--- src/rtl/starfield_point_rotate_clip_defines.svh ---
// Assertion macros shared by the star field point rotate and clip block.
`ifndef STARFIELD_POINT_ROTATE_CLIP_DEFINES_SVH
`define STARFIELD_POINT_ROTATE_CLIP_DEFINES_SVH
`ifndef ASSERT_OFF
// Checked only while out of reset.
`define SFPRC_ASSERT(lbl, clk, rstn, prop, msg) \
  lbl: assert property (@(posedge clk) disable iff (!rstn) prop) else $error(msg);
// Checked at every edge, reset included.
`define SFPRC_ASSERT_ALWAYS(lbl, clk, prop, msg) \
  lbl: assert property (@(posedge clk) prop) else $error(msg);
`else
`define SFPRC_ASSERT(lbl, clk, rstn, prop, msg)
`define SFPRC_ASSERT_ALWAYS(lbl, clk, prop, msg)
`endif
`endif

--- src/rtl/sfprc_pkg.sv ---
// Shared types, constants and width helpers of the star field point rotate and clip block.
package sfprc_pkg;

  localparam int unsigned OffW     = 16;
  localparam int unsigned FieldW   = 15;
  localparam int unsigned TrigW    = 16;
  localparam int unsigned StretchW = 9;
  localparam int unsigned ColorW   = 32;
  localparam int unsigned PixW     = 16;
  localparam int unsigned PixXW    = 11;
  localparam int unsigned PixYW    = 8;
  localparam int unsigned InDataW  = 64;
  localparam int unsigned OutDataW = 56;
  localparam int unsigned AddrW    = 5;
  localparam int unsigned DataW    = 32;
  localparam int unsigned LimW     = 19;

  // Field geometry in whole pixels.
  localparam int unsigned WrapX = 400;
  localparam int unsigned SpanX = 480;
  localparam int unsigned CtrX  = 160;
  localparam int unsigned WrapY = 300;
  localparam int unsigned SpanY = 360;
  localparam int unsigned CtrY  = 120;
  localparam int unsigned ScrW  = 320;
  localparam int unsigned ScrH  = 240;

  typedef enum logic [2:0] {
    REG_FIELD_X   = 3'd0,
    REG_FIELD_Y   = 3'd1,
    REG_COS_ROLL  = 3'd2,
    REG_SIN_ROLL  = 3'd3,
    REG_X_STRETCH = 3'd4
  } reg_idx_t;

  typedef struct packed {
    logic        [FieldW-1:0]   field_x;
    logic        [FieldW-1:0]   field_y;
    logic signed [TrigW-1:0]    cos_roll;
    logic signed [TrigW-1:0]    sin_roll;
    logic        [StretchW-1:0] x_stretch;
  } cfg_t;

  // Stretched x, Q.(2F), with room for both wrap subtractions.
  function automatic int bx_w(input int f);
    return f + 24;
  endfunction

  // Field y, Q.F, after wrap and recentering.
  function automatic int by_w(input int f);
    return f + 14;
  endfunction

  // Stretch-derived x constants (threshold and subtrahends), Q.(2F).
  function automatic int xc_w(input int f);
    return f + 20;
  endfunction

  // Rotation accumulator, Q.(T+2F).
  function automatic int acc_w(input int f, input int t);
    int a;
    a = f + 38;
    if (2 * f + 28 > a) a = 2 * f + 28;
    if (t + 2 * f + 13 > a) a = t + 2 * f + 13;
    return a + 3;
  endfunction

endpackage

--- src/rtl/sfprc_clip.sv ---
// Truncation to a 16-bit pixel, screen test and output register.
module sfprc_clip import sfprc_pkg::*; #(
  parameter int FRAC_BITS      = 6,
  parameter int TRIG_FRAC_BITS = 14
) (
  input  logic                                              clk,
  input  logic                                              rst_n,
  input  logic                                              s_valid,
  output logic                                              s_ready,
  input  logic signed [acc_w(FRAC_BITS, TRIG_FRAC_BITS)-1:0] ax,
  input  logic signed [acc_w(FRAC_BITS, TRIG_FRAC_BITS)-1:0] ay,
  input  logic        [ColorW-1:0]                          color_in,
  input  logic        [LimW-1:0]                            clip_lim,
  output logic                                              m_valid,
  input  logic                                              m_ready,
  output logic        [PixXW-1:0]                           pixel_x,
  output logic        [PixYW-1:0]                           pixel_y,
  output logic        [ColorW-1:0]                          pixel_color
);

  localparam int ACC_W = acc_w(FRAC_BITS, TRIG_FRAC_BITS);
  localparam int SH    = TRIG_FRAC_BITS + 2 * FRAC_BITS;
  localparam int CMP_W = FRAC_BITS + 16;

  logic              v_r, en, corr_x, corr_y, visible;
  logic [PixW-1:0]   vx, vy;
  logic [CMP_W-1:0]  vx_scaled, lim_ext;
  logic [PixXW-1:0]  px_r;
  logic [PixYW-1:0]  py_r;
  logic [ColorW-1:0] col_r;

  assign en      = !v_r || m_ready;
  assign s_ready = en;

  // Arithmetic shift rounds toward minus infinity; a negative sum with
  // fraction bits left needs one added to round toward zero.
  assign corr_x = ax[ACC_W-1] & (|ax[SH-1:0]);
  assign corr_y = ay[ACC_W-1] & (|ay[SH-1:0]);
  assign vx     = ax[SH+PixW-1:SH] + {{(PixW-1){1'b0}}, corr_x};
  assign vy     = ay[SH+PixW-1:SH] + {{(PixW-1){1'b0}}, corr_y};

  assign vx_scaled = {1'b0, vx[PixW-2:0], {FRAC_BITS{1'b0}}};
  assign lim_ext   = {{(CMP_W-LimW){1'b0}}, clip_lim};
  assign visible   = !vx[PixW-1] && (vx_scaled < lim_ext) &&
                     !vy[PixW-1] && (vy != '0) && (vy[PixW-2:0] < (PixW-1)'(ScrH));

  always_ff @(posedge clk) begin
    if (!rst_n) begin
      v_r <= 1'b0;
    end else if (en) begin
      v_r <= s_valid && visible;
    end
  end

  always_ff @(posedge clk) begin
    if (en) begin
      px_r  <= vx[PixXW-1:0];
      py_r  <= vy[PixYW-1:0];
      col_r <= color_in;
    end
  end

  assign m_valid     = v_r;
  assign pixel_x     = px_r;
  assign pixel_y     = py_r;
  assign pixel_color = col_r;

endmodule

--- config.mk ---
export PLATFORM = sky130hd
export DESIGN_NAME = sfprc_clip
export DESIGN_NICKNAME = d
export VERILOG_FILES = /design/src/rtl/starfield_point_rotate_clip_defines.svh /design/src/rtl/sfprc_pkg.sv /design/src/rtl/sfprc_clip.sv
export SDC_FILE = /design/constraint.sdc
export NUM_CORES = 1
export LEC_CHECK = 0
export ABC_AREA = 1
export BUFFER_PORTS_ARGS = -buffer_cell sky130_fd_sc_hd__buf_2
export CAP_MARGIN = 20
export CORE_MARGIN = 1
export CORE_UTILIZATION = 42
export CTS_CLUSTER_SIZE = 25
export DETAILED_ROUTE_END_ITERATION = 10
export GPL_ROUTABILITY_DRIVEN = 0
export PLACE_DENSITY = 0.92
export SYNTH_ARGS = -nofsm -noshare
export SYNTH_HDL_FRONTEND = slang
export SYNTH_SLANG_ARGS = --single-unit
--- constraint.sdc ---
create_clock -name clk -period 3.1 [get_ports clk]
set_input_delay 0.31 -clock clk [delete_from_list [all_inputs] [get_ports clk]]
set_output_delay 0.31 -clock clk [all_outputs]
set_load 0.01 [all_outputs]
# Word-level counts from Yosys, hierarchy flattened
# Cells that the tools add are included.
# op_classes
order_cmp,2
n_reduce_logical,12
bitwise,2
addsub,2
# ops
operator,n
$reduce_or A26 Y1,2
$add A16 B1 Y16,2
$lt A21 B19 Y1,1
$reduce_bool A16 Y1,1
$lt A15 B8 Y1 const B,1
$logic_and A1 B1 Y1,5
$logic_not A1 Y1,3
$and A1 B1 Y1,2
$logic_or A1 B1 Y1,1
# word_totals
regBits,52
wordCells,22

# Logic depth before layout (Yosys ltp)
# logic_depth
word_depth,9
mapped_depth,20

# Least setup slack after synthesis
# OpenSTA, ideal clock, no wires.
# synth_path
kind,in2reg
startpoint,in ax[5]
endpoint,"reg v_r, in the netlist m_valid"
arrival_time_ns,2.493
setup_time_ns,0.182
path_stages,20
path_slack_ns,0.425
path_buffers,0
required_time_ns,2.918
path_cell_list,nor4_1 nand4_1 o21a_1 ha_1 ha_1 nand3_1 nor2_2 xor2_1 ha_1 nand2_1 inv_1 nand2_1 nor2_1 nand2_1 nand3_1 nand2_1 a21oi_1 nor2_1 nand3_1 a21oi_1
# synth_between
elab_chain_len,9
elab_cells_between_ends,10
classes_between,add/sub (1); order compare (1); bitwise (1); reduce/logical (7)
# synth_rtl
item,line_no,rtl
"start, declared",sfprc_clip.sv:10,"input logic signed [acc_w(FRAC_BITS, TRIG_FRAC_BITS)-1:0] ax,"
$reduce_or A26 Y1,sfprc_clip.sv:37,assign corr_x = ax[ACC_W-1] & (|ax[SH-1:0]);
$and A1 B1 Y1,sfprc_clip.sv:37,
$add A16 B1 Y16,sfprc_clip.sv:39,"assign vx = ax[SH+PixW-1:SH] + {{(PixW-1){1'b0}}, corr_x};"
net vx[6],sfprc_clip.sv:26,"logic [PixW-1:0] vx, vy;"
$lt A21 B19 Y1,sfprc_clip.sv:44,assign visible = !vx[PixW-1] && (vx_scaled < lim_ext) &&
$logic_and A1 B1 Y1 (2 in a row),sfprc_clip.sv:44,
$logic_and A1 B1 Y1 (2 in a row),sfprc_clip.sv:45,!vy[PixW-1] && (vy != '0) && (vy[PixW-2:0] < (PixW-1)'(ScrH));
$logic_and A1 B1 Y1,sfprc_clip.sv:51,v_r <= s_valid && visible;
"end signal, assigned",sfprc_clip.sv:51,
"end, declared",sfprc_clip.sv:25,"logic v_r, en, corr_x, corr_y, visible;"
# The timed path passes the listed nets, and every way through them passes these cells.
# A chain may end at the register's enable or synchronous reset.

# Worst setup path in the final report
# layout_path
startpoint,in ax[1]
endpoint,"reg v_r, in the netlist m_valid"
# The elaborated chain is that of the path after synthesis.

==> impl_metrics.json <==
{
  "outcome": "complete, no violations",
  "finalMaxSlewViolations": 0,
  "tightest_slew_ns": 0.821,
  "synthArstFlopShare_pct": 0,
  "relSlewSlack_pct": 45.1,
  "wl_per_cell_um": 13.5,
  "numClockSinks": 52,
  "initial_core_util_pct": 44.5,
  "cpMostUsedCell": "nand2_1",
  "avgSynthCellArea_sq_um": 9.58,
  "cts_resized": 0,
  "track_usage_pct": 21.2,
  "fin_total_pwr_mw": 1.72,
  "synth_enable_flop_cells": 51,
  "grt_pass1_wl_um": 12100,
  "ys.flop_type": "edfxtp_1",
  "postLayoutCoreUtil_pct": 64.8,
  "clk_latency_ns": 0.29,
  "yosys_warnings": 0,
  "ys_types": 24,
  "max_stage_delay_ns": 0.30,
  "cts_tree": "built",
  "core_sq_um": 6490,
  "first_pass_iters": 4,
  "fin_setup_tns_ns": 0,
  "crit_buf_inv": 2,
  "cts_max_level": 2,
  "synthesis.nets": 468,
  "final_antenna_net_count": 0,
  "cts_buffers": 5,
  "synth_seq_cells": 52,
  "hold_path.class": "in -> reg",
  "grt_antenna_before_repair": 0,
  "placementRows": 29,
  "vdd_drop_max_uv": 233,
  "cp_max_fo": 3,
  "crit_type": "in -> reg",
  "fillers": 521,
  "cp_data_required_time_ns": 3.33,
  "die_w_um": 85.0,
  "yosysSeqAreaShare_pct": 53.6,
  "finClkSkew_ns": 0.00402,
  "insertedDiodeCount": 0,
  "period_minus_slack_ns": 2.86,
  "place.port_buffers": 193,
  "cts-root-buf": "clkbuf_8",
  "grt_pass1_vias": 2788,
  "cts_setup_buffers": 0,
  "totalWireLength_um": 7940,
  "postCtsHoldBufs": 0,
  "cp-start-kind": "input pin",
  "hold_viol": 0,
  "fp.dieH_um": 85.0,
  "grt_overflow": 0,
  "cap_violations": 0,
  "vias": 2858,
  "clockBufferDepth": 2,
  "via_per_inst": 4.87,
  "critical-path-top-delay-family": "simple AND/OR/NAND/NOR gates",
  "synthCells": 302,
  "period_share_pct": 92.2,
  "die-area_sq_um": 7220,
  "hpwl_um": 6720,
  "dr.first_iter.drc_count": 61,
  "finalSetupViolCount": 0,
  "grt_max_degree": 39,
  "cts.clk_slew.worst_paths_ns": 0.09,
  "power_leakage_nw": 2.15,
  "nets": 675,
  "cp-end-kind": "flip-flop",
  "synthesis.area_sq_um": 2890,
  "path_cells": "buf_2 > nor4_4 > nand4_1 > o21a_1 > ha_1 > ha_1 > nand3_2 > nor2_2 > xor2_1 > ha_1 > nand2_1 > inv_1 > nand2_1 > nor2_1 > nand2_1 > nand3_1 > nand2_1 > a21oi_1 > nor2_1 > nand3_1 > a21oi_1",
  "cp.arrival_ns": 3.08,
  "power.density_nw_per_um2": 408,
  "drc_errors": 0,
  "crit_slowest_cell": "ha_1",
  "synthToLayoutAreaGrowth_pct": 45.6,
  "num_io_pins": 202,
  "fmax_mhz": 350,
  "drive_gt1_share_pct": 44.7
}
[where the power goes]
part           internal, mW  switching (mW)
sequential            0.812         0.00942
clock                 0.403           0.200
combinational         0.139           0.154
[routing by layer]
metal | up-vias | routed length [um] | global-route usage, %
met4 | 0 | 276 | 10.3
li1 | 1430 | - | -
met5 | - | 0 | 0
met2 | 120 | 4140 | 39.5
met3 | 24 | 478 | 4.67
met1 | 1284 | 3040 | 22.6
[sequential cells by signal, indices dropped and copies added (netlist names)]
register	count
m_valid	1
pixel_y	8
pixel_x	11
pixel_color	32
[layout by cell type, fill, tap and decap left out, types with 4 or more instances in the layout]
cell / netlist / routed
buf_4: 0 / 7
buf_2: 0 / 193
clkbuf_8: 0 / 5
inv_1: 47 / 47
nor4_1: 12 / 9
nand3_2: 3 / 4
xnor2_1: 5 / 5
nand3_1: 20 / 19
nor2_1: 29 / 29
nand4_1: 8 / 8
xor2_1: 11 / 11
edfxtp_1: 51 / 51
a21oi_1: 6 / 6
nand2_1: 69 / 68
nor3_1: 6 / 5
ha_1: 17 / 17
[path summary, 6_finish.rpt]
path | endpoint | cells past startpoint | slack [ns] | from
hold / removal | pixel_color[22] | 1 | 0.19 | color_in[22]
hold reg to reg | pixel_color[6] | 1 | 1.17 | m_valid
setup / recovery | m_valid | 21 | 0.24 | ax[1]
setup reg to reg | pixel_x[5] | 2 | 1.58 | m_valid
[kinds of logic (layout without fill, tap and decap cells)]
kind of cell | Yosys count | after routing | synth area share (%)
AO/OA/AOI/OAI | 13 | 13 | 2.60
XOR/XNOR | 16 | 16 | 4.84
adder cells (fa/ha/maj) | 17 | 17 | 7.35
buffers and inverters | 47 | 255 | 6.10
flip-flops | 52 | 52 | 53.6
AND/OR/NAND/NOR | 157 | 157 | 25.5
[through the flow]
step	hold WS (ns)	worst slack [ns]	cell area, sq um	instances
2_1_floorplan	0.409	0.425	2890	302
3_3_place_gp	0.487	0.0139	4010	579
3_5_place_dp	0.488	-0.164	4010	579
4_1_cts	0.180	0.134	4170	587
5_1_grt	0.162	-0.00214	4210	587
6_report	0.188	0.243	4210	587
[area by class of cell]
class	instances	area [sq um]	share of cell area, %
inverter	47	176	4.19
multi-input combinational	203	1210	28.7
timing repair buffer	200	1020	24.2
clock buffer	5	68.8	1.63
tap	77	96.3	2.29
clock inverter	3	90.1	2.14
sequential	52	1550	36.8
[synth_stat cells, types with 2 or more instances]
library cell / instances / area [sq um]
nor2_1: 29 / 109
nand2_2: 2 / 12.5
nor2_2: 3 / 18.8
nand3_2: 3 / 30.0
nor4_1: 12 / 75.1
o21a_1: 2 / 15.0
nand4_1: 8 / 50.1
xnor2_1: 5 / 43.8
nor2_4: 3 / 33.8
nand3_1: 20 / 100
xor2_1: 11 / 96.3
ha_1: 17 / 213
a21oi_1: 6 / 30.0
o21ai_0: 2 / 10.0
edfxtp_1: 51 / 1530
nor3_1: 6 / 30.0
inv_1: 47 / 176
nand2_1: 69 / 259
[worst reg2reg max path: stages, from the launching register on]
cell,delay (ns)
dfxtp_1,0.33
nand2_2,0.60
buf_4,0.31
(Power assumes the default switching activity.)
