$ cat config.mk
export PLATFORM = sky130hd
export DESIGN_NAME = sfprc_rot
export DESIGN_NICKNAME = d
export VERILOG_FILES = /design/src/rtl/starfield_point_rotate_clip_defines.svh /design/src/rtl/sfprc_pkg.sv /design/src/rtl/sfprc_rot.sv
export SDC_FILE = /design/constraint.sdc
export NUM_CORES = 2
export LEC_CHECK = 0
export ABC_AREA = 1
export BUFFER_PORTS_ARGS = -buffer_cell sky130_fd_sc_hd__buf_2
export CAP_MARGIN = 20
export CORE_ASPECT_RATIO = 1.2
export CORE_MARGIN = 2
export CORE_UTILIZATION = 45
export CTS_BUF_LIST = sky130_fd_sc_hd__clkbuf_16
export DETAILED_ROUTE_END_ITERATION = 12
export PLACE_DENSITY_LB_ADDON = 0.3
export SLEW_MARGIN = 20
export SYNTH_ARGS = -nofsm -noshare
export SYNTH_HDL_FRONTEND = slang
export SYNTH_SLANG_ARGS = --single-unit
export TNS_END_PERCENT = 50
$ cat constraint.sdc
create_clock -name clk -period 10.9 [get_ports clk]
set_input_delay 2.18 -clock clk [delete_from_list [all_inputs] [get_ports clk]]
set_output_delay 2.18 -clock clk [all_outputs]
set_load 0.1 [all_outputs]
$ cat src/rtl/starfield_point_rotate_clip_defines.svh
// Assertion macros shared by the star field point rotate and clip block.
`ifndef STARFIELD_POINT_ROTATE_CLIP_DEFINES_SVH
`define STARFIELD_POINT_ROTATE_CLIP_DEFINES_SVH
`ifndef ASSERT_OFF
// Checked only while out of reset.
`define SFPRC_ASSERT(lbl, clk, rstn, prop, msg) \
  lbl: assert property (@(posedge clk) disable iff (!rstn) prop) else $error(msg);
// Checked at every edge, reset included.
`define SFPRC_ASSERT_ALWAYS(lbl, clk, prop, msg) \
  lbl: assert property (@(posedge clk) prop) else $error(msg);
`else
`define SFPRC_ASSERT(lbl, clk, rstn, prop, msg)
`define SFPRC_ASSERT_ALWAYS(lbl, clk, prop, msg)
`endif
`endif

$ cat src/rtl/sfprc_pkg.sv
// Shared types, constants and width helpers of the star field point rotate and clip block.
package sfprc_pkg;

  localparam int unsigned OffW     = 16;
  localparam int unsigned FieldW   = 15;
  localparam int unsigned TrigW    = 16;
  localparam int unsigned StretchW = 9;
  localparam int unsigned ColorW   = 32;
  localparam int unsigned PixW     = 16;
  localparam int unsigned PixXW    = 11;
  localparam int unsigned PixYW    = 8;
  localparam int unsigned InDataW  = 64;
  localparam int unsigned OutDataW = 56;
  localparam int unsigned AddrW    = 5;
  localparam int unsigned DataW    = 32;
  localparam int unsigned LimW     = 19;

  // Field geometry in whole pixels.
  localparam int unsigned WrapX = 400;
  localparam int unsigned SpanX = 480;
  localparam int unsigned CtrX  = 160;
  localparam int unsigned WrapY = 300;
  localparam int unsigned SpanY = 360;
  localparam int unsigned CtrY  = 120;
  localparam int unsigned ScrW  = 320;
  localparam int unsigned ScrH  = 240;

  typedef enum logic [2:0] {
    REG_FIELD_X   = 3'd0,
    REG_FIELD_Y   = 3'd1,
    REG_COS_ROLL  = 3'd2,
    REG_SIN_ROLL  = 3'd3,
    REG_X_STRETCH = 3'd4
  } reg_idx_t;

  typedef struct packed {
    logic        [FieldW-1:0]   field_x;
    logic        [FieldW-1:0]   field_y;
    logic signed [TrigW-1:0]    cos_roll;
    logic signed [TrigW-1:0]    sin_roll;
    logic        [StretchW-1:0] x_stretch;
  } cfg_t;

  // Stretched x, Q.(2F), with room for both wrap subtractions.
  function automatic int bx_w(input int f);
    return f + 24;
  endfunction

  // Field y, Q.F, after wrap and recentering.
  function automatic int by_w(input int f);
    return f + 14;
  endfunction

  // Stretch-derived x constants (threshold and subtrahends), Q.(2F).
  function automatic int xc_w(input int f);
    return f + 20;
  endfunction

  // Rotation accumulator, Q.(T+2F).
  function automatic int acc_w(input int f, input int t);
    int a;
    a = f + 38;
    if (2 * f + 28 > a) a = 2 * f + 28;
    if (t + 2 * f + 13 > a) a = t + 2 * f + 13;
    return a + 3;
  endfunction

endpackage

$ cat src/rtl/sfprc_rot.sv
// Roll rotation: four products, then the two rotated sums with the centre (two stages).
module sfprc_rot import sfprc_pkg::*; #(
  parameter int FRAC_BITS      = 6,
  parameter int TRIG_FRAC_BITS = 14
) (
  input  logic                                              clk,
  input  logic                                              rst_n,
  input  logic                                              s_valid,
  output logic                                              s_ready,
  input  logic signed [bx_w(FRAC_BITS)-1:0]                 bx,
  input  logic signed [by_w(FRAC_BITS)-1:0]                 by,
  input  logic        [ColorW-1:0]                          color_in,
  input  cfg_t                                              cfg,
  output logic                                              m_valid,
  input  logic                                              m_ready,
  output logic signed [acc_w(FRAC_BITS, TRIG_FRAC_BITS)-1:0] ax,
  output logic signed [acc_w(FRAC_BITS, TRIG_FRAC_BITS)-1:0] ay,
  output logic        [ColorW-1:0]                          color_out
);

  localparam int BX_W  = bx_w(FRAC_BITS);
  localparam int BY_W  = by_w(FRAC_BITS);
  localparam int ACC_W = acc_w(FRAC_BITS, TRIG_FRAC_BITS);
  localparam int PX_W  = TrigW + BX_W;
  localparam int PY_W  = TrigW + BY_W;
  localparam int SH    = TRIG_FRAC_BITS + 2 * FRAC_BITS;
  localparam logic signed [ACC_W-1:0] CTR_AX = ACC_W'(longint'(CtrX) << SH);
  localparam logic signed [ACC_W-1:0] CTR_AY = ACC_W'(longint'(CtrY) << SH);

  logic                    v3_r, v4_r, en3, en4;
  logic signed [PX_W-1:0]  p_cx_r, p_sx_r;
  logic signed [PY_W-1:0]  p_cy_r, p_sy_r;
  logic [ColorW-1:0]       col3_r, col4_r;
  logic signed [ACC_W-1:0] cx_e, sx_e, cy_e, sy_e;
  logic signed [ACC_W-1:0] ax_nxt, ay_nxt, ax_r, ay_r;

  assign en4     = !v4_r || m_ready;
  assign en3     = !v3_r || en4;
  assign s_ready = en3;

  // Stage 4 operands: y terms carry one more Q.F factor to line up with x.
  assign cx_e = $signed({{(ACC_W-PX_W){p_cx_r[PX_W-1]}}, p_cx_r});
  assign sx_e = $signed({{(ACC_W-PX_W){p_sx_r[PX_W-1]}}, p_sx_r});
  assign cy_e = $signed({{(ACC_W-PY_W-FRAC_BITS){p_cy_r[PY_W-1]}}, p_cy_r,
                         {FRAC_BITS{1'b0}}});
  assign sy_e = $signed({{(ACC_W-PY_W-FRAC_BITS){p_sy_r[PY_W-1]}}, p_sy_r,
                         {FRAC_BITS{1'b0}}});

  assign ax_nxt = cx_e + sy_e + CTR_AX;
  assign ay_nxt = cy_e - sx_e + CTR_AY;

  always_ff @(posedge clk) begin
    if (!rst_n) begin
      v3_r <= 1'b0;
      v4_r <= 1'b0;
    end else begin
      if (en3) v3_r <= s_valid;
      if (en4) v4_r <= v3_r;
    end
  end

  always_ff @(posedge clk) begin
    if (en3) begin
      p_cx_r <= cfg.cos_roll * bx;
      p_sx_r <= cfg.sin_roll * bx;
      p_cy_r <= cfg.cos_roll * by;
      p_sy_r <= cfg.sin_roll * by;
      col3_r <= color_in;
    end
    if (en4) begin
      ax_r   <= ax_nxt;
      ay_r   <= ay_nxt;
      col4_r <= col3_r;
    end
  end

  assign m_valid   = v4_r;
  assign ax        = ax_r;
  assign ay        = ay_r;
  assign color_out = col4_r;

endmodule

# Word level (Yosys, flattened, before mapping)
# Cells that the tools add are included.
# totals
out_inout_bits	128
ff_bits	324
inputBits	157
elab_cells	22
# classes
mul	4
n_addsub	4
n_reduce_logical	4
# ops
operator	n
16-bit by 30-bit multiplier with 46-bit output	2
16-bit by 20-bit multiplier with 36-bit output	2
46-bit by 42-bit adder with 47-bit output	1
47-bit by 34-bit adder with 47-bit output, second input constant	1
47-bit by 35-bit adder with 47-bit output, second input constant	1
42-bit by 46-bit subtractor with 47-bit output	1
1-bit logical NOT	2
1-bit logical OR	2

# Longest topological paths before layout
# logic_depth
ltp_word	3
ltp_mapped	28
ltp_nobuf	26

# Worst setup path after synthesis
# No wires, ideal clock.
# synth_path
path_type	input port to flip-flop
startpoint	input m_ready
endpoint	register col3_r[0] (enable)
arrival_ns	7.303
cell_stages	2
slack_ns	1.252
path_buffers	0
setup_time_ns	2.346
t_required_ns	8.554
cell_sequence	inv_1 nand3_1
# synth_via
elab_chain_len	2
# synth_rtl
item	line_no	text
from (decl)	sfprc_rot.sv:15	input logic m_ready,
1-bit logical OR	sfprc_rot.sv:37	assign en4 = !v4_r || m_ready;
1-bit logical OR	sfprc_rot.sv:38	assign en3 = !v3_r || en4;
named net s_ready	sfprc_rot.sv:9	output logic s_ready,
to (signal assigned)	sfprc_rot.sv:68	col3_r <= color_in;
to (decl)	sfprc_rot.sv:33	logic [ColorW-1:0] col3_r, col4_r;
# The timed path passes the listed nets, and every way through them passes these cells.
# A chain may end at the register's enable or synchronous reset.

# Final worst setup path
# layout_path
startpoint	input cfg[11] (netlist name)
endpoint	register p_sx_r[45], data pin
# layout_via
elab_chain_len	1
# layout_rtl
item	line_no	text
from (decl)	sfprc_rot.sv:13	input cfg_t cfg,
16-bit by 30-bit multiplier with 46-bit output	sfprc_rot.sv:65	p_sx_r <= cfg.sin_roll * bx;
to (signal assigned)	sfprc_rot.sv:65	
to (decl)	sfprc_rot.sv:31	logic signed [PX_W-1:0] p_cx_r, p_sx_r;
# No other way between the ends.

==> flow_summary.json <==
{
  "ys_types": 39,
  "grt_setup_unrepaired": "no",
  "route.detailed.drc": 0,
  "drt_first_iter_violations": 4338,
  "stdcell_count": 12800,
  "final_cell_mix": "nand2_1, inv_1, fa_1, ha_1, nor2_1",
  "start_util_pct": 45.3,
  "ctsHoldBuffers": 0,
  "seq_area_frac_synth_pct": 12.1,
  "area_growth_pct": 5.43,
  "cts-resized-gates": 0,
  "synth_top_family_by_area": "adder cells",
  "critPathTopFamily": "adder cells",
  "clk_pin_slew_ns": 0.06,
  "setup.worst_path.class": "primary input to register",
  "maxSlewViolCount": 0,
  "final_cell_area_um2": 84600,
  "synth_simple_gate_area_share_pct": 20.5,
  "dieWidth_um": 389,
  "max_freq_ghz": 0.121,
  "ant_nets": 0,
  "cts_root_buffer": "clkbuf_16",
  "firstDrtPassIters": 6,
  "ys.flop_type": "edfxtp_1",
  "gp_congestion": 0.947,
  "pre_cts_ws_ns": 2.22,
  "rows": 169,
  "wl_per_cell_um": 18.1,
  "synth-async-reset-ratio_pct": 0,
  "syn_nets": 12700,
  "track_usage_pct": 26.2,
  "finalHoldViolCount": 0,
  "clock-sinks": 324,
  "synthAdderAreaFrac_pct": 47.5,
  "syn_avg_cell_area_um2": 7.69,
  "nNetsFinal": 12700,
  "io_pins": 285,
  "fin_crit_ns": 8.24,
  "vias": 64100,
  "coreArea_um2": 177000,
  "syn_area_um2": 80200,
  "syn_inst": 10400,
  "synth_xor_area_share_pct": 1.67,
  "drive_gt1_share_pct": 5.09,
  "layout_commonest_cell": "nand2_1",
  "postCtsSetupBuffers": 0,
  "finalSetupTns_ns": 0,
  "setup_viol": 0,
  "synth_compound_gate_area_share_pct": 1.99,
  "layout_setup_ws_ns": 2.66,
  "worstPathCellList": "buf_2 -> nand2_1 -> inv_1 -> fa_1 -> fa_1 -> fa_1 -> inv_1 -> fa_1 -> fa_1 -> fa_1 -> inv_1 -> ha_1 -> inv_1 -> nor3_2 -> nand2_1 -> nor2_2 -> inv_2 -> nor2_2 -> nand2_1 -> nand3_1 -> nand2_1",
  "h-tree-depth": 2,
  "synth_warnings": 0,
  "worstPathArrival_ns": 8.51,
  "cts_made_buffers": 34,
  "worstMarginPinSlew_ns": 1.04,
  "required_ns": 11.17,
  "grt.overflow.total": 0,
  "critPathSlowestCell": "fa_1",
  "place_hpwl_um": 192000,
  "hp-class": "register to register",
  "place_inst": 12700,
  "finalCritPeriodShare_pct": 75.6,
  "endpoint_kind": "register",
  "vias_per_cell": 5.02,
  "synth.top_cell.area_share_pct": 38.8,
  "critPathLaunchType": "primary input",
  "skew_ns": 0.0331,
  "synth_area_leaders": "fa_1, nand2_1, inv_1",
  "antenna_found_initial": 27,
  "grt_pass1_vias": 68000,
  "numPortBuffers": 245,
  "fp.dieH_um": 467,
  "synth_edf_count": 322,
  "dieArea_um2": 182000,
  "fillCellCount": 17500,
  "grt_max_degree": 81,
  "cts_tree": "yes",
  "grt_pass1_wl_um": 371000,
  "clock_latency_ns": 0.58,
  "max_stage_delay_ns": 0.99,
  "synth_area_leader_cell": "fa_1",
  "max_cap_viol_count": 0,
  "cts.path.max_buffers": 3,
  "cpMostUsedCell": "fa_1",
  "ys_ff_latch": 324,
  "routed_wl_um": 231000,
  "slew_headroom_pct": 30.9,
  "critPathMaxFanout": 31,
  "critPathBufInv": 6,
  "status": "finished, final reports clean",
  "synth_mux_area_share_pct": 0,
  "dpl_cell_area_um2": 83400
}
sequential cells by signal, summed over array words and instances, names as in the netlist:
| signal | count |
|---|---|
| m_valid | 1 |
| p_sx_r | 46 |
| ay | 47 |
| p_cx_r | 46 |
| p_cy_r | 36 |
| col3_r | 32 |
| ax | 47 |
| color_out | 32 |
| v3_r | 1 |
| p_sy_r | 36 |
worst reg2reg max path: cells and delay by family, from the launching register on:
kind	cells	cell delay [ns]
adder cells (fa/ha/maj)	3	1.18
flip-flops	1	0.37
AND/OR/NAND/NOR	10	1.20
per-stage QoR:
step	util [%]	hold slack (ns)
final	47.8	0.415
after global routing	47.8	0.423
after CTS	47.8	0.418
after detailed placement	47.1	0.405
after global placement	47.1	0.400
after floorplan	-	0.400
synthesized netlist by cell type (3+ instances only):
master	number
inv_2	18
nor2_1	454
or2_2	6
xnor2_1	24
a21o_1	9
ha_1	560
o21bai_1	29
and3_1	6
buf_1	10
nand2_2	67
nor3_2	17
fa_1	1553
nand3_2	10
o21ai_0	49
nand3b_1	5
nor3_1	8
nand2_1	3137
clkinv_1	3
a21oi_2	7
clkbuf_1	328
inv_1	3101
nand4_1	73
nand3_1	254
nor2_2	44
edfxtp_1	322
a21oi_1	189
xor2_1	129
nor2_4	9
path summary, 6_finish.rpt:
| kind | slack [ns] | from | depth (start not counted) | end |
|---|---|---|---|---|
| max | 2.66 | cfg[11] | 21 | p_sx_r[45] |
| min | 0.41 | col3_r[25] | 0 | color_out[25] |
| max reg2reg | 7.90 | p_cx_r[7] | 13 | ax[31] |
| min reg2reg | 0.41 | col3_r[25] | 0 | color_out[25] |
cell type report:
type	count	area [um2]	area share (%)
clock inverter	28	255	0.302
inverter	3122	11700	13.9
sequential	324	9710	11.5
multi-input combinational	6652	57500	68.0
timing repair buffer	294	1590	1.88
clock buffer	34	851	1.01
antenna	10	25.0	0.0296
tap	2308	2890	3.41
cell families after synthesis:
kind of cell / count (synthesis)
adders and majority gates: 2113
AOI/OAI and AO/OA: 289
xor gates and xnor gates: 153
DFF: 324
and+or+nand+nor: 4097
buffers and inverters: 3462
routing by layer:
layer	vias up	routed length [um]	global-route usage, %
li1	29600	-	-
met1	31900	97900	34.8
met2	2087	111000	44.8
met3	422	15500	3.47
met4	24	6390	7.21
met5	-	154	0
Power is not shown: default switching activity piles up to over one toggle a cycle in this logic, so the estimate is an artifact.
