===== src/rtl/starfield_point_rotate_clip_defines.svh =====
// Assertion macros shared by the star field point rotate and clip block.
`ifndef STARFIELD_POINT_ROTATE_CLIP_DEFINES_SVH
`define STARFIELD_POINT_ROTATE_CLIP_DEFINES_SVH
`ifndef ASSERT_OFF
// Checked only while out of reset.
`define SFPRC_ASSERT(lbl, clk, rstn, prop, msg) \
  lbl: assert property (@(posedge clk) disable iff (!rstn) prop) else $error(msg);
// Checked at every edge, reset included.
`define SFPRC_ASSERT_ALWAYS(lbl, clk, prop, msg) \
  lbl: assert property (@(posedge clk) prop) else $error(msg);
`else
`define SFPRC_ASSERT(lbl, clk, rstn, prop, msg)
`define SFPRC_ASSERT_ALWAYS(lbl, clk, prop, msg)
`endif
`endif


===== src/rtl/sfprc_pkg.sv =====
// Shared types, constants and width helpers of the star field point rotate and clip block.
package sfprc_pkg;

  localparam int unsigned OffW     = 16;
  localparam int unsigned FieldW   = 15;
  localparam int unsigned TrigW    = 16;
  localparam int unsigned StretchW = 9;
  localparam int unsigned ColorW   = 32;
  localparam int unsigned PixW     = 16;
  localparam int unsigned PixXW    = 11;
  localparam int unsigned PixYW    = 8;
  localparam int unsigned InDataW  = 64;
  localparam int unsigned OutDataW = 56;
  localparam int unsigned AddrW    = 5;
  localparam int unsigned DataW    = 32;
  localparam int unsigned LimW     = 19;

  // Field geometry in whole pixels.
  localparam int unsigned WrapX = 400;
  localparam int unsigned SpanX = 480;
  localparam int unsigned CtrX  = 160;
  localparam int unsigned WrapY = 300;
  localparam int unsigned SpanY = 360;
  localparam int unsigned CtrY  = 120;
  localparam int unsigned ScrW  = 320;
  localparam int unsigned ScrH  = 240;

  typedef enum logic [2:0] {
    REG_FIELD_X   = 3'd0,
    REG_FIELD_Y   = 3'd1,
    REG_COS_ROLL  = 3'd2,
    REG_SIN_ROLL  = 3'd3,
    REG_X_STRETCH = 3'd4
  } reg_idx_t;

  typedef struct packed {
    logic        [FieldW-1:0]   field_x;
    logic        [FieldW-1:0]   field_y;
    logic signed [TrigW-1:0]    cos_roll;
    logic signed [TrigW-1:0]    sin_roll;
    logic        [StretchW-1:0] x_stretch;
  } cfg_t;

  // Stretched x, Q.(2F), with room for both wrap subtractions.
  function automatic int bx_w(input int f);
    return f + 24;
  endfunction

  // Field y, Q.F, after wrap and recentering.
  function automatic int by_w(input int f);
    return f + 14;
  endfunction

  // Stretch-derived x constants (threshold and subtrahends), Q.(2F).
  function automatic int xc_w(input int f);
    return f + 20;
  endfunction

  // Rotation accumulator, Q.(T+2F).
  function automatic int acc_w(input int f, input int t);
    int a;
    a = f + 38;
    if (2 * f + 28 > a) a = 2 * f + 28;
    if (t + 2 * f + 13 > a) a = t + 2 * f + 13;
    return a + 3;
  endfunction

endpackage


===== src/rtl/sfprc_wrap.sv =====
// Field offset, horizontal stretch and wrap of one star (two pipeline stages).
module sfprc_wrap import sfprc_pkg::*; #(
  parameter int FRAC_BITS = 6
) (
  input  logic                              clk,
  input  logic                              rst_n,
  input  logic                              s_valid,
  output logic                              s_ready,
  input  logic signed [OffW-1:0]            offset_x,
  input  logic signed [OffW-1:0]            offset_y,
  input  logic        [ColorW-1:0]          color_in,
  input  cfg_t                              cfg,
  input  logic        [xc_w(FRAC_BITS)-1:0] wrap_thr,
  input  logic        [xc_w(FRAC_BITS)-1:0] sub_hi,
  input  logic        [xc_w(FRAC_BITS)-1:0] sub_lo,
  output logic                              m_valid,
  input  logic                              m_ready,
  output logic signed [bx_w(FRAC_BITS)-1:0] bx,
  output logic signed [by_w(FRAC_BITS)-1:0] by,
  output logic        [ColorW-1:0]          color_out
);

  localparam int BX_W = bx_w(FRAC_BITS);
  localparam int BY_W = by_w(FRAC_BITS);
  localparam int CW   = xc_w(FRAC_BITS);
  localparam logic signed [BY_W-1:0] YTHR   = BY_W'(WrapY << FRAC_BITS);
  localparam logic signed [BY_W-1:0] YSUBHI = BY_W'((SpanY + CtrY) << FRAC_BITS);
  localparam logic signed [BY_W-1:0] YSUBLO = BY_W'(CtrY << FRAC_BITS);

  logic                   v1_r, v2_r, en1, en2;
  logic signed [16:0]     sx, sy;
  logic signed [26:0]     bx_prod;
  logic signed [BY_W-1:0] sy_ext;
  logic signed [BX_W-1:0] bx1_r, bx1_nxt, bx2_r, bx2_nxt;
  logic signed [BY_W-1:0] by1_r, by1_nxt, by2_r;
  logic [ColorW-1:0]      col1_r, col2_r;
  logic signed [BX_W-1:0] thr_s, hi_s, lo_s;

  assign en2     = !v2_r || m_ready;
  assign en1     = !v1_r || en2;
  assign s_ready = en1;

  // Stage 1: add the scroll, stretch x, wrap and recenter y.
  assign sx      = $signed({offset_x[OffW-1], offset_x}) + $signed({2'b00, cfg.field_x});
  assign sy      = $signed({offset_y[OffW-1], offset_y}) + $signed({2'b00, cfg.field_y});
  assign bx_prod = sx * $signed({1'b0, cfg.x_stretch});
  assign bx1_nxt = {{(BX_W-27){bx_prod[26]}}, bx_prod};
  assign sy_ext  = {{(BY_W-17){sy[16]}}, sy};
  assign by1_nxt = (sy_ext >= YTHR) ? (sy_ext - YSUBHI) : (sy_ext - YSUBLO);

  // Stage 2: wrap and recenter the stretched x.
  assign thr_s   = $signed({{(BX_W-CW){1'b0}}, wrap_thr});
  assign hi_s    = $signed({{(BX_W-CW){1'b0}}, sub_hi});
  assign lo_s    = $signed({{(BX_W-CW){1'b0}}, sub_lo});
  assign bx2_nxt = (bx1_r >= thr_s) ? (bx1_r - hi_s) : (bx1_r - lo_s);

  always_ff @(posedge clk) begin
    if (!rst_n) begin
      v1_r <= 1'b0;
      v2_r <= 1'b0;
    end else begin
      if (en1) v1_r <= s_valid;
      if (en2) v2_r <= v1_r;
    end
  end

  always_ff @(posedge clk) begin
    if (en1) begin
      bx1_r  <= bx1_nxt;
      by1_r  <= by1_nxt;
      col1_r <= color_in;
    end
    if (en2) begin
      bx2_r  <= bx2_nxt;
      by2_r  <= by1_r;
      col2_r <= col1_r;
    end
  end

  assign m_valid   = v2_r;
  assign bx        = bx2_r;
  assign by        = by2_r;
  assign color_out = col2_r;

endmodule


===== config.mk =====
export PLATFORM = sky130hd
export DESIGN_NAME = sfprc_wrap
export DESIGN_NICKNAME = d
export VERILOG_FILES = /design/src/rtl/starfield_point_rotate_clip_defines.svh /design/src/rtl/sfprc_pkg.sv /design/src/rtl/sfprc_wrap.sv
export SDC_FILE = /design/constraint.sdc
export NUM_CORES = 1
export LEC_CHECK = 0
export BUFFER_PORTS_ARGS = -buffer_cell sky130_fd_sc_hd__buf_2
export CORE_MARGIN = 2
export CORE_UTILIZATION = 57
export DETAILED_ROUTE_END_ITERATION = 8
export PLACE_DENSITY = 0.92
export SETUP_SLACK_MARGIN = 0.1
export SLEW_MARGIN = 20
export SYNTH_ARGS = -nofsm -noshare
export SYNTH_HDL_FRONTEND = slang
export SYNTH_SLANG_ARGS = --single-unit

===== constraint.sdc =====
create_clock -name clk -period 8.71 [get_ports clk]
set_input_delay 0.4355 -clock clk [delete_from_list [all_inputs] [get_ports clk]]
set_output_delay 0.4355 -clock clk [all_outputs]
set_load 0.1 [all_outputs]

## Word level (Yosys, flattened, before mapping)

Index checks and enable logic that the tools add are counted.

- Bits in registers: 163
- Output and inout port bits: 84

- Add/subtract/negate cells: 6
- Multipliers: 1
- Order comparisons: 2
- Multiplexer cells: 2
- Reduce and logical (&&, ||, !) cells: 4

Operators with widths:

| kind | count |
|---|---|
| $sub A27 B27 Y28 | 2 |
| $add A16 B16 Y17 | 2 |
| $mux W30 | 1 |
| $ge A27 B27 Y1 | 1 |
| $mul A17 B10 Y27 | 1 |
| $mux W20 | 1 |
| $sub A17 B14 Y18 const B | 1 |
| $sub A17 B16 Y18 const B | 1 |
| $ge A17 B16 Y1 const B | 1 |
| $logic_not A1 Y1 | 2 |
| $logic_or A1 B1 Y1 | 2 |

## Longest topological paths before layout

Gate-level depths: netlist (run 1).

- Depth after elaboration: 3
- Mapped depth: 31
- Depth with buffers taken out: 31

## Worst setup path before layout (run 1)

OpenSTA, ideal clock, no wires.

- Kind: in2reg
- Start: input port offset_x[0]
- End: register, netlist name bx1_r[26]
- Setup time: 0.264 ns
- Arrival: 6.714 ns
- Required time: 8.446 ns
- Setup slack: 1.733 ns
- Stages: 30
- Cells stage by stage: ha_1 -> inv_1 -> fa_1 -> nor2b_1 -> o21ai_0 -> a21boi_1 -> o21bai_1 -> a31oi_1 -> nor2_1 -> xnor2_1 -> nand2_1 -> fa_1 -> inv_1 -> fa_1 -> fa_1 -> fa_1 -> inv_1 -> fa_1 -> inv_1 -> ha_1 -> a21o_1 -> a21o_1 -> a21oi_1 -> o21ai_0 -> inv_1 -> a31oi_1 -> o21ai_0 -> nand2_1 -> a221oi_1 -> xnor2_1

- Cells in the longest elaborated chain, start to end: 2

Ends and longest elaborated chain:

| item | RTL line | text |
|---|---|---|
| start: declaration | sfprc_wrap.sv:9 | `input logic signed [OffW-1:0] offset_x,` |
| $add A16 B16 Y17 | sfprc_wrap.sv:44 | `assign sx = $signed({offset_x[OffW-1], offset_x}) + $signed({2'b00, cfg.field_x});` |
| $mul A17 B10 Y27 | sfprc_wrap.sv:46 | `assign bx_prod = sx * $signed({1'b0, cfg.x_stretch});` |
| via bx_prod[26] | sfprc_wrap.sv:32 | `logic signed [26:0] bx_prod;` |

The timed path passes the listed nets, and every way through them passes these cells.
A chain may end at the register's enable or synchronous reset.

## Worst setup path in the final report (run 1)

- Start: input port offset_x[0]
- End: register, netlist name bx1_r[26]

- Cells in the longest elaborated chain, start to end: 2

Ends and longest elaborated chain:

| item | RTL line |
|---|---|
| $add A16 B16 Y17 | sfprc_wrap.sv:44 |
| $mul A17 B10 Y27 | sfprc_wrap.sv:46 |
| via bx_prod[26] | sfprc_wrap.sv:32 |

The timed path passes the listed nets, and every way through them passes these cells.

==> metrics, run 1 <==
Post-Synthesis Cells 1,333; Worst Setup End Kind flip-flop; type of the tightest min-delay check in2reg; dpl hpwl 27,000 µm; critical path fanouts, max 9; syn avg cell area 10.8 µm²; Yosys Warn Count 0; global-route usage over all layers 0.257; DRC Markers 0; area grow syn2layout 15.7%; flop2flop setup slack 2320 ps; # setup viols final 0; Max stage delay cell, worst path fa_1; Synth top area share 0.324; Filler cells 1,826; total gr overflow 0; number of vias per cell 5.50; Nets 2,096; Top delay family on crit path adder cells; Final Cycle Share 0.867; Place WS 837 ps; Post-CTS Setup Bufs 0; First-pass DRT Iterations 5; num rows 58; IO Pins 301; WP data arrival 7710 ps; beginning of the worst register-to-register path bx1_r[20]; share of cells above drive strength 1 0.206; Initial Utilization 0.575; detailed-route wire length per cell 17.2 µm; Post-Syn Area 0.0144 mm²; post-CTS resize count 0; worst slew pin tran 1020 ps; Primary FF master, synth edfxtp_1; status completed; Post-synth EDFFs 155; Routed Antenna Nets 0; Worst Path Class, Setup in2reg; CP required 8880 ps; CTS Hold Bufs 0; Sink Count 157; #FFs+latches synth 157; Core ar. 0.0250 mm²; TritonCTS clock tree built; max incr delay on CP 560 ps; RSZ-0062 raised after global routing no; setup ws final 1160 ps; CTS H-Tree Depth 4; most used cell, CP fa_1; Tmin final 7550 ps; Synth area leader edfxtp_1; largest net degree at the start of global routing 79; final core occ 0.665; first-pass GRT wire length 53,500 µm; Synth area leaders edfxtp_1 (32%), fa_1 (18%), ha_1 (13%); most frequent cell after synthesis inv_1; worst skew pair latency 420 ps; CTS Buffer Depth 2; Die W 163 µm; critical hold path startpoint color_in[31]; area of the multi-input gates 0.00877 mm²; Initial DRC Count 766; Setup Skew 17.4 ps; R2R Path End bx[26]; Synth cell types 76; Vias 10.7k; max-slew violation count 0; Slew HR 0.317; RePlAce Congestion 0.927; clock-pin slew on the worst setup and hold paths 70 ps; Routed WL 33,400 µm; Buf/Inv on CP 6; Worst Hold End col1_r[31]; initial antenna violation count 4; Worst setup SP type input pin; syn nets 1,828; Register Area 0.00469 mm²; Commonest cells post-synth inv_1 (206), edfxtp_1 (155), ha_1 (147), fa_1 (131), and2_1 (93); Fin. Hold Viols 0; cts bufs inserted 17; Buffers on Ports 268; number of global-route vias before repair 10.8k; Root Buffer clkbuf_16; hold path cells 1; R2R cell count 23; setup TNS 0 ps; Post-synth ARST share 0; sequential fraction of the synthesis area 0.327; die area 0.0265 mm²; max-cap violations 0; die height 163 µm; Fmax 0.132 GHz
==> final cells by class <==
type / count / share of cell area
tap: 330 / 0.0249
multi-input combinational: 948 / 0.528
timing repair buffer: 271 / 0.0821
sequential: 157 / 0.283
inverter: 206 / 0.0466
clock buffer: 18 / 0.0258
clock inverter: 14 / 0.00919
antenna: 4 / 0.000603
==> sequential cells by signal, indices dropped and copies added (netlist names) <==
name and flops:
col1_r 32, color_out 32, bx 28, bx1_r 27, by1_r 18, by 18, m_valid 1, v1_r 1
==> cell families (layout without fill, tap and decap cells) <==
family                     Yosys count  after routing  synth area share
adders and majority gates          278            278             0.311
muxes                               29             29            0.0205
DFF                                157            157             0.327
buffers and inverters              228            509            0.0624
AOI/OAI and AO/OA                  226            226             0.108
and+or+nand+nor                    335            335             0.121
other                                0              4                 0
xor gates and xnor gates            80             80            0.0501
==> metrics by stage <==
step / instances / hold WS, ps / cell area [µm²]
6_report: 1948 / 192 / 16600
5_1_grt: 1948 / 176 / 16600
4_1_cts: 1944 / 180 / 16600
3_5_place_dp: 1912 / 405 / 16000
3_3_place_gp: 1912 / 400 / 16000
2_1_floorplan: 1333 / 400 / 14400
==> layer usage <==
layer  vias up  track usage  wire (µm)
li1       5074            -          -
met1      5163        0.311      13300
met2       408        0.456      16900
met3        78       0.0474       2160
met4         0       0.0990       1130
met5         -            0          0
==> worst register-to-register path, cell delays in order (launching register included) <==
cell and delay (ps):
edfxtp_1 430, ha_1 320, a21o_1 180, a21o_1 180
a21o_1 170, a21oi_1 130, nor2b_1 50, o21ai_0 260
nand3_1 150, nor3_1 150, o32a_2 790, mux2_2 440
ha_1 220, fa_1 430, nor2b_1 120, o21ai_0 110
a2111oi_0 470, nor3_1 210, o31ai_1 360, a31oi_1 270
o211a_1 300, o21bai_1 150, a21oi_1 90, xor2_1 140
==> worst max-delay path by stage <==
stage           startpoint   endpoint  slack (ps)  cells past startpoint
2_1_floorplan  offset_x[0]  bx1_r[26]        1730                     30
5_1_grt        offset_x[1]  bx1_r[26]         680                     29
3_3_place_gp   offset_x[0]  bx1_r[26]         960                     31
4_1_cts        offset_x[0]  bx1_r[26]        1260                     31
3_5_place_dp   offset_x[1]  bx1_r[25]         840                     27
6_report       offset_x[0]  bx1_r[26]        1160                     31
==> layout by cell type (no fill, tap or decap), drive strengths merged, types with 43 or more instances in the layout <==
cell type / n
a21oi: 58
nor2: 47
fa: 131
a21o: 43
and2: 94
edfxtp: 155
ha: 147
xnor2: 61
buf: 271
nand2: 88
inv: 214
Power of run 1 is left out: the tool's default activity adds up to more than one toggle a clock period on the data nets, which glitch-free logic cannot reach.
==> inputs of run 2 (changes only) <==
ABC_AREA = 1   (was default)
PLACE_DENSITY = 0.91   (was 0.92)
==> metrics, run 2 <==
status completed; WP data arrival 6940 ps; RSZ-0062 raised after global routing no; #FFs+latches synth 157; area grow syn2layout 15.2%; max-cap violations 0; Worst Path Class, Setup in2reg; Worst Hold End col1_r[1]; Buffers on Ports 268; Synth area leader edfxtp_1; Post-Syn Area 0.0151 mm²; CTS Buffer Depth 2; Slew HR 0.306; R2R cell count 21; Worst Setup End Kind flip-flop; die height 167 µm; Synth area leaders edfxtp_1 (31%), fa_1 (17%), ha_1 (12%); first-pass GRT wire length 62,100 µm; most frequent cells in the layout inv_1 (343), nand2_1 (338), buf_2 (268); most used cell, CP fa_1; beginning of the worst register-to-register path bx1_r[2]; Post-Synthesis Cells 1,712; Synth cell types 48; Yosys Warn Count 0; Final Cycle Share 0.776; Initial Utilization 0.581; Post-CTS Setup Bufs 0; most frequent cell after synthesis inv_1; Routed WL 38,400 µm; critical hold path startpoint color_in[1]; Root Buffer clkbuf_16; number of global-route vias before repair 12.7k; # setup viols final 0; syn nets 2,207; hold path cells 1; DRC Markers 0; Fin. Hold Viols 0; Synth top area share 0.308; Initial DRC Count 778; Routed Antenna Nets 0; Fmax 0.148 GHz; Setup Skew 8.94 ps; Vias 12.5k; Die W 167 µm; cts bufs inserted 17; worst slew pin tran 1040 ps; Commonest cells post-synth inv_1 (343), nand2_1 (339), edfxtp_1 (155), ha_1 (147), nor2_1 (147); Worst setup SP type input pin; CP required 8890 ps; Post-synth EDFFs 155; Primary FF master, synth edfxtp_1; Nets 2,476; dpl hpwl 31,800 µm; worst skew pair latency 430 ps; RePlAce Congestion 0.943; sequential fraction of the synthesis area 0.310; TritonCTS clock tree built; IO Pins 301; detailed-route wire length per cell 16.4 µm; flop2flop setup slack 4060 ps; R2R Path End bx[20]; clock-pin slew on the worst setup and hold paths 70 ps; Buf/Inv on CP 6; total gr overflow 0; critical path fanouts, max 9; Sink Count 157; Filler cells 1,999; Top delay family on crit path adder cells; Core ar. 0.0261 mm²; Max stage delay cell, worst path xor2_1; Tmin final 6760 ps; max-slew violation count 0; CTS Hold Bufs 0; syn avg cell area 8.84 µm²; number of vias per cell 5.37; num rows 59; share of cells above drive strength 1 0.177; type of the tightest min-delay check in2reg; die area 0.0279 mm²; initial antenna violation count 6; global-route usage over all layers 0.280; largest net degree at the start of global routing 80; CTS H-Tree Depth 4; post-CTS resize count 0; commonest non-fill, non-tap cell in the layout inv_1; max incr delay on CP 680 ps; Post-synth ARST share 0; setup TNS 0 ps; First-pass DRT Iterations 7
[run 2: cell types whose count changed after synthesis, moves of 34 or more]
| cell | change |
|---|---|
| nand2_1 | +251 |
| nor2_1 | +100 |
| a21oi_1 | +36 |
| and2_1 | -90 |
| inv_1 | +137 |
| xnor2_1 | -34 |
[run 2: stage by stage]
| stage | worst slack [ps] | area (µm²) | hold WS [ps] | std cells | util |
|---|---|---|---|---|---|
| 4_1_cts | 1990 | 17400 | 160 | 2328 | 0.668 |
| 3_3_place_gp | 1650 | 16800 | 400 | 2297 | 0.646 |
| 3_5_place_dp | 1540 | 16800 | 405 | 2297 | 0.646 |
| 6_report | 1950 | 17400 | 170 | 2335 | 0.669 |
| 2_1_floorplan | 2410 | 15100 | 400 | 1712 | - |
| 5_1_grt | 1560 | 17400 | 158 | 2334 | 0.669 |
[run 2: per-layer routing]
metal  GRT usage  part of all wire  vias up  routed length, µm
met5           0                 0        -                  0
met4       0.110             0.037        0               1420
met3      0.0425             0.066       81               2540
met2       0.501              0.51      512              19500
met1       0.339              0.39     5921              15000
li1            -                 -     6020                  -
[run 2: final cells by class]
cell class	count	area, µm²	share of cell area
diodes	7	17.5	0.00100
clock buffers	17	425	0.0244
clock inverters	14	149	0.00854
inverters	348	1310	0.0749
multi-input cells	1185	9050	0.519
flip-flops and latches	157	4690	0.269
well taps	335	419	0.0240
repair buffers	272	1370	0.0787
[run 2: worst max path at each step]
| stage | start | endpoint | cells past startpoint |
|---|---|---|---|
| global placement | offset_x[0] | bx1_r[25] | 26 |
| global route | offset_x[0] | bx1_r[21] | 28 |
| finish | offset_x[0] | bx1_r[25] | 26 |
| CTS | offset_x[0] | bx1_r[21] | 26 |
| detailed placement | offset_x[0] | bx1_r[21] | 26 |
| floorplan | offset_x[0] | bx1_r[26] | 31 |
[run 2: kinds of logic (layout without fill, tap and decap cells)]
kind of cell	after synthesis	in the layout	synth area share
DFF	157	157	0.310
and+or+nand+nor	640	640	0.185
xor gates and xnor gates	78	78	0.0452
adders and majority gates	278	278	0.295
buffers and inverters	370	651	0.0930
other	0	7	0
AOI/OAI and AO/OA	189	189	0.0720
Power of run 2 is left out for the same reason.
